**src/rtl/core/ola_pkg.sv**
```systemverilog
// Shared types, codes and defaults for the ordered list block.
package ola_pkg;

  // Default list depth.
  localparam int unsigned OLA_DEPTH = 16;

  // Fixed field widths.
  localparam int unsigned VALUE_W = 32;
  localparam int unsigned COUNT_W = 5;

  // Request operation codes.
  typedef enum logic {
    OP_APPEND = 1'b0,
    OP_DELETE = 1'b1
  } op_t;

  // Result status codes.
  typedef enum logic [2:0] {
    ST_INSERTED  = 3'd0,
    ST_DELETED   = 3'd1,
    ST_NOT_FOUND = 3'd2,
    ST_EMPTY     = 3'd3,
    ST_FULL      = 3'd4
  } status_t;

  // Command broadcast to every cell of the row.
  typedef struct packed {
    logic                      append;
    logic                      delete_en;
    logic signed [VALUE_W-1:0] value;
  } cell_cmd_t;

endpackage

```
**src/rtl/core/ola_cell.sv**
```systemverilog
// One storage cell of the list row: holds an entry and its valid bit.
module ola_cell (
  input  logic                               clk,
  input  logic                               rst_n,
  input  ola_pkg::cell_cmd_t                 cmd,
  input  logic                               hit_in,
  output logic                               hit_out,
  input  logic                               left_valid,
  input  logic signed [ola_pkg::VALUE_W-1:0] right_data,
  input  logic                               right_valid,
  output logic signed [ola_pkg::VALUE_W-1:0] data,
  output logic                               valid
);

  logic signed [ola_pkg::VALUE_W-1:0] data_r;
  logic signed [ola_pkg::VALUE_W-1:0] data_nxt;
  logic                               valid_r;
  logic                               valid_nxt;

  // Flag a match here or at any cell nearer the head.
  assign hit_out = hit_in | (valid_r & (data_r == cmd.value));

  // Take the appended value at the tail, or pull from the right neighbor
  // once the deleted entry lies at or before this cell.
  always_comb begin
    data_nxt  = data_r;
    valid_nxt = valid_r;
    if (cmd.append && !valid_r && left_valid) begin
      data_nxt  = cmd.value;
      valid_nxt = 1'b1;
    end else if (cmd.delete_en && hit_out) begin
      data_nxt  = right_data;
      valid_nxt = right_valid;
    end
  end

  // Clear the valid bit under reset; the entry itself needs none.
  always_ff @(posedge clk) begin
    if (!rst_n) begin
      valid_r <= 1'b0;
    end else begin
      valid_r <= valid_nxt;
    end
  end

  always_ff @(posedge clk) begin
    data_r <= data_nxt;
  end

  assign data  = data_r;
  assign valid = valid_r;

endmodule

```
**src/rtl/core/ordered_list_append_delete.sv**
```systemverilog
// Top level of the ordered list: a row of cells with append and delete.
//
//  channel | direction | ports                                         | handshake
//  in      | input     | in_operation, in_value                        | in_valid/in_ready
//  out     | output    | out_status, out_entry_count, out_head_value   | out_valid/out_ready
//
// One request is applied per cycle while not stalled: every cell compares against the
// value at once, a hit flag ripples down the row and the gap closes in a single shift.
// A result appears in the cycle after its request, in an output register.
// A new request is taken while the output register is empty or being emptied.
// A stall on the output side holds the input until the result is taken.
// Reset clears all valid bits and the fill count.
module ordered_list_append_delete #(
  parameter int unsigned DEPTH = ola_pkg::OLA_DEPTH
) (
  input  logic                               clk,
  input  logic                               rst_n,
  input  logic                               in_valid,
  output logic                               in_ready,
  input  logic [0:0]                         in_operation,
  input  logic signed [ola_pkg::VALUE_W-1:0] in_value,
  output logic                               out_valid,
  input  logic                               out_ready,
  output logic [2:0]                         out_status,
  output logic [ola_pkg::COUNT_W-1:0]        out_entry_count,
  output logic signed [ola_pkg::VALUE_W-1:0] out_head_value
);

  localparam int unsigned FILL_W = $clog2(DEPTH + 1);

  logic                               accept;
  ola_pkg::cell_cmd_t                 cmd;
  logic                               hit_chain [0:DEPTH];
  logic                               left_valid [0:DEPTH-1];
  logic signed [ola_pkg::VALUE_W-1:0] right_data [0:DEPTH-1];
  logic                               right_valid [0:DEPTH-1];
  logic signed [ola_pkg::VALUE_W-1:0] cell_data [0:DEPTH-1];
  logic                               cell_valid [0:DEPTH-1];

  logic [FILL_W-1:0]                  fill_r;
  logic [FILL_W-1:0]                  fill_nxt;
  logic                               is_full;
  logic                               is_empty;
  logic                               found;
  ola_pkg::status_t                   status_nxt;
  logic                               head_valid_nxt;
  logic signed [ola_pkg::VALUE_W-1:0] head_data_nxt;
  logic [FILL_W+ola_pkg::COUNT_W-1:0] fill_ext;

  logic                               out_valid_r;
  ola_pkg::status_t                   status_r;
  logic [ola_pkg::COUNT_W-1:0]        count_r;
  logic signed [ola_pkg::VALUE_W-1:0] head_r;

  // Accept a request whenever the output register can take its result.
  assign in_ready = !out_valid_r || out_ready;
  assign accept   = in_valid && in_ready;

  assign is_full  = cell_valid[DEPTH-1];
  assign is_empty = !cell_valid[0];

  // Broadcast the request to the row.
  always_comb begin
    cmd.append    = accept && (ola_pkg::op_t'(in_operation) == ola_pkg::OP_APPEND);
    cmd.delete_en = accept && (ola_pkg::op_t'(in_operation) == ola_pkg::OP_DELETE);
    cmd.value     = in_value;
  end

  assign hit_chain[0] = 1'b0;

  // Build the row; the last cell sees an empty right neighbor.
  for (genvar i = 0; i < DEPTH; i++) begin : g_cell
    if (i == 0) begin : g_first
      assign left_valid[i] = 1'b1;
    end else begin : g_inner
      assign left_valid[i] = cell_valid[i-1];
    end
    if (i == DEPTH - 1) begin : g_last
      assign right_data[i]  = cell_data[i];
      assign right_valid[i] = 1'b0;
    end else begin : g_mid
      assign right_data[i]  = cell_data[i+1];
      assign right_valid[i] = cell_valid[i+1];
    end

    ola_cell u_cell (
      .clk         (clk),
      .rst_n       (rst_n),
      .cmd         (cmd),
      .hit_in      (hit_chain[i]),
      .hit_out     (hit_chain[i+1]),
      .left_valid  (left_valid[i]),
      .right_data  (right_data[i]),
      .right_valid (right_valid[i]),
      .data        (cell_data[i]),
      .valid       (cell_valid[i])
    );
  end

  assign found = hit_chain[DEPTH];

  // Decide status, next fill and next head.
  always_comb begin
    fill_nxt       = fill_r;
    status_nxt     = ola_pkg::ST_INSERTED;
    head_valid_nxt = cell_valid[0];
    head_data_nxt  = cell_data[0];
    if (ola_pkg::op_t'(in_operation) == ola_pkg::OP_APPEND) begin
      if (is_full) begin
        status_nxt = ola_pkg::ST_FULL;
      end else begin
        status_nxt = ola_pkg::ST_INSERTED;
        fill_nxt   = fill_r + FILL_W'(1);
        if (is_empty) begin
          head_valid_nxt = 1'b1;
          head_data_nxt  = in_value;
        end
      end
    end else begin
      if (is_empty) begin
        status_nxt = ola_pkg::ST_EMPTY;
      end else if (!found) begin
        status_nxt = ola_pkg::ST_NOT_FOUND;
      end else begin
        status_nxt = ola_pkg::ST_DELETED;
        fill_nxt   = fill_r - FILL_W'(1);
        if (hit_chain[1]) begin
          head_valid_nxt = right_valid[0];
          head_data_nxt  = right_data[0];
        end
      end
    end
  end

  // Mask the count to the field width.
  assign fill_ext = {{ola_pkg::COUNT_W{1'b0}}, fill_nxt};

  // Advance the fill count and the output valid.
  always_ff @(posedge clk) begin
    if (!rst_n) begin
      fill_r      <= '0;
      out_valid_r <= 1'b0;
    end else begin
      if (accept) begin
        fill_r <= fill_nxt;
      end
      if (accept) begin
        out_valid_r <= 1'b1;
      end else if (out_ready) begin
        out_valid_r <= 1'b0;
      end
    end
  end

  // Load the result payload.
  always_ff @(posedge clk) begin
    if (accept) begin
      status_r <= status_nxt;
      count_r  <= fill_ext[ola_pkg::COUNT_W-1:0];
      head_r   <= head_valid_nxt ? head_data_nxt : '0;
    end
  end

  assign out_valid       = out_valid_r;
  assign out_status      = status_r;
  assign out_entry_count = count_r;
  assign out_head_value  = head_r;

endmodule

```
**config.mk**
```make
export PLATFORM = sky130hd
export DESIGN_NAME = ordered_list_append_delete
export DESIGN_NICKNAME = d
export VERILOG_FILES = /design/src/rtl/core/ola_pkg.sv /design/src/rtl/core/ola_cell.sv /design/src/rtl/core/ordered_list_append_delete.sv
export SDC_FILE = /design/constraint.sdc
export NUM_CORES = 1
export LEC_CHECK = 0
export BUFFER_PORTS_ARGS = -buffer_cell sky130_fd_sc_hd__buf_2
export CORE_MARGIN = 4
export CORE_UTILIZATION = 55
export DETAILED_ROUTE_END_ITERATION = 16
export PLACE_DENSITY_LB_ADDON = 0.15
export SLEW_MARGIN = 0
export SYNTH_ARGS = -nofsm -noshare
export SYNTH_HDL_FRONTEND = slang
export SYNTH_SLANG_ARGS = --single-unit
```
**constraint.sdc**
```tcl
create_clock -name clk -period 4.49 [get_ports clk]
set_input_delay 0.2245 -clock clk [delete_from_list [all_inputs] [get_ports clk]]
set_output_delay 0.2245 -clock clk [all_outputs]
set_load 0.03 [all_outputs]
```
==> run summary <==
status: finished clean
postcts setup bufs: 0
Hold Path Class: in2reg
initial antenna violation count: 1
Post-Syn Area: 0.0307 mm2
HP Start: in_value[24]
yosys warns: 0
Tmin final: 3.64 ns
Die X: 244 um
max_slew headroom: 37.7%
reg2reg start: g_cell[4].u_cell.data[26]
Lkg Pwr: 11.4 nW
commonest cells in the netlist: edfxtp_1 (552), mux2_2 (454), xor2_1 (270)
fin crit share: 81.1%
reg-to-reg endpoint: g_cell[8].u_cell.data[5]
fin. max-slew vios: 0
first-pass GRT wire length: 123000 um
share of layout cells above drive strength 1: 31.3%
# port buffers: 78
vias in the first global route: 18500
Reg2Reg Depth: 9
top-count cell post-synth: edfxtp_1
fill cell count: 4267
leading area contributor after synthesis: edfxtp_1
Least-Margin Pin Slew: 0.934 ns
post-CTS sizing: 0
critical path's slowest cell: nor4_1
worst-path cell chain: xnor2_1, nand4_1, nor4_1, nand4_1, o2111ai_1, nor2_1, a21o_1, nand2_1, buf_4
Critical Path RT: 4.74 ns
# IOs: 79
flops & latches, synth: 574
Starting Density: 55.7%
Fmax: 275 MHz
pre-CTS setup slack: 0.647 ns
# placed instances: 2978
CTS tree: built
Min Hold Slack: 0.0581 ns
Hold Path Cell Cnt: 1
Worst EP arrival: 3.89 ns
final WL: 82300 um
CP max FO: 32
RSZ-0062 raised after global routing: false
CP Class: reg2reg
drt pass-1 iters: 7
latest clock arrival within the worst-skew pair: 0.63 ns
Max stage delay on crit path: 0.70 ns
average routed wire per standard cell: 26.6 um
DIE AREA: 0.0598 mm2
crit path capture type: flip-flop
final setup fails: 0
cell count after synthesis: 2266
clock transition at the registers of the reported paths: 0.06 ns
number of synthesized flops with an enable pin: 552
detailed placer's ending HPWL: 59100 um
top_reg_cell synth: edfxtp_1
area of the multi-input gates: 0.0126 mm2
Inserted Clock Buffers: 60
grt ovf: 0
sequential cell area: 0.0170 mm2
# DRC: 0
clock buffer depth: 3
Net Count, Synth: 2305
synth-to-layout area growth: 9.36%
skew final: 0.0265 ns
VDD IR-drop max: 0.000284 V
H-Tree Depth: 2
top-area cell type share of the netlist area: 53.9%
pwr dens: 345 mW/mm2
antenna viol nets, final: 0
Std-Cell Rows: 86
Yosys cell types: 51
Syn Area/Cell: 13.6 um2
Post-synth ARST share: 0%
clock root cell: clkbuf_16
Worst path top cell family by delay: simple AND/OR/NAND/NOR gates
via count: 18600
Buf/Inv on CP: 1
Critical Path Source Type: flip-flop
largest cells by area after synthesis: edfxtp_1 (54%), mux2_2 (17%), xor2_1 (7.7%), xnor2_1 (6.9%), nand4_1 (1.4%)
Vias per Instance: 6.01
Nets: 2335
Routability Congestion: 0.900
Total GRT Usage: 27.3%
CTS Hold Buffers Added: 4
clock net sink count: 574
Seq/Total Area, Yosys: 55.3%
fin cells: 3095
sink of the worst hold path: g_cell[15].u_cell.data[24]
post-layout util: 60.9%
DRT iter0 DRCs: 1693
max-cap viol count: 0
Final WS setup: 0.850 ns
core area: 0.0552 mm2
most used cell, CP: nand4_1
final count of hold timing violations: 0
largest net degree at the start of global routing: 51
height of the die: 244 um
register-to-register setup slack: 0.85 ns
TNS Setup: 0 ns
-- sequential cells by signal, indices dropped and copies added, names as in the netlist --
name,flops
fill_r,5
g_cell.u_cell.data,512
g_cell.u_cell.valid,16
out_entry_count,5
out_head_value,32
out_status,3
out_valid,1
-- layout by cell type (no fill, tap or decap), types with 3 or more instances in the layout --
cell type,count
buf_2,78
xnor2_1,244
mux2_2,454
or4_1,7
xor2_1,270
nor4_1,67
dlygate4sd3_1,4
clkbuf_1,15
and3_1,7
o21ai_0,32
nand3b_1,12
buf_12,4
clkinv_1,9
bufinv_16,4
nand4_1,71
edfxtp_1,552
clkbuf_8,3
nor2_1,54
o22ai_1,32
o2111ai_1,3
a21oi_1,21
buf_4,84
a31oi_1,3
clkbuf_16,61
inv_1,13
nand2_1,68
dfxtp_1,22
clkinv_2,20
o21ai_2,4
nor3_1,51
a21o_1,3
mux2i_1,16
nand2b_1,6
nand3_1,18
-- kinds of logic after synthesis --
group,after synthesis,synth area share (%)
multiplexers,470,17.1
AND/OR/NAND/NOR,377,6.69
XOR/XNOR,514,14.6
adder cells (fa/ha/maj),2,0.0814
AO/OA/AOI/OAI,112,2.25
buffers and inverters,217,3.85
flip-flops,574,55.3
-- per-stage QoR --
| stage | total power, mW | area [um2] |
|---|---|---|
| CTS | 11.7 | 33600 |
| global placement | 6.84 | 31700 |
| finish | 11.6 | 33600 |
| global route | 12.0 | 33600 |
| detailed placement | 6.84 | 31700 |
| floorplan | 6.58 | 30700 |
-- routing by layer --
| metal | part of all wire, % | up-vias | track usage [%] |
|---|---|---|---|
| li1 | - | 8381 | - |
| met1 | 42 | 9319 | 37.7 |
| met2 | 47 | 728 | 43.7 |
| met3 | 6.6 | 165 | 4.04 |
| met4 | 4.6 | 0 | 11.0 |
| met5 | 0 | - | 0 |
-- where the power goes --
group          switching [mW]  leakage (nW)  internal [mW]
clock                    2.10         0.948           2.77
combinational           0.578          5.31          0.271
sequential             0.0280          5.19           5.86
-- worst reg2reg max path, delay by kind of cell (launching register included) --
family / cells / cell delay [ns]
AO/OA/AOI/OAI: 2 / 0.60
XOR/XNOR: 1 / 0.38
buffers and inverters: 1 / 0.40
flip-flops: 1 / 0.40
AND/OR/NAND/NOR: 5 / 1.46
-- worst max-delay path by stage --
stage	start	cells past startpoint	endpoint	slack, ns
finish	g_cell[4].u_cell.data[26]	9	g_cell[8].u_cell.data[5]	0.85
global route	in_value[15]	12	g_cell[8].u_cell.data[16]	0.79
CTS	g_cell[0].u_cell.data[17]	9	g_cell[8].u_cell.data[23]	0.96
detailed placement	in_value[29]	11	g_cell[8].u_cell.data[23]	0.65
global placement	in_value[29]	11	g_cell[8].u_cell.data[5]	0.64
floorplan	in_value[9]	8	g_cell[2].u_cell.data[0]	0.02
-- final cells by class --
class                      instances  area share (%)
multi-input combinational       1475            37.4
antenna                            1         0.00744
clock inverter                    33           0.804
sequential                       574            50.6
inverter                          15           0.167
clock buffer                      79            4.83
tap                              748            2.78
timing repair buffer             170            3.39
(Power assumes the default switching activity.)
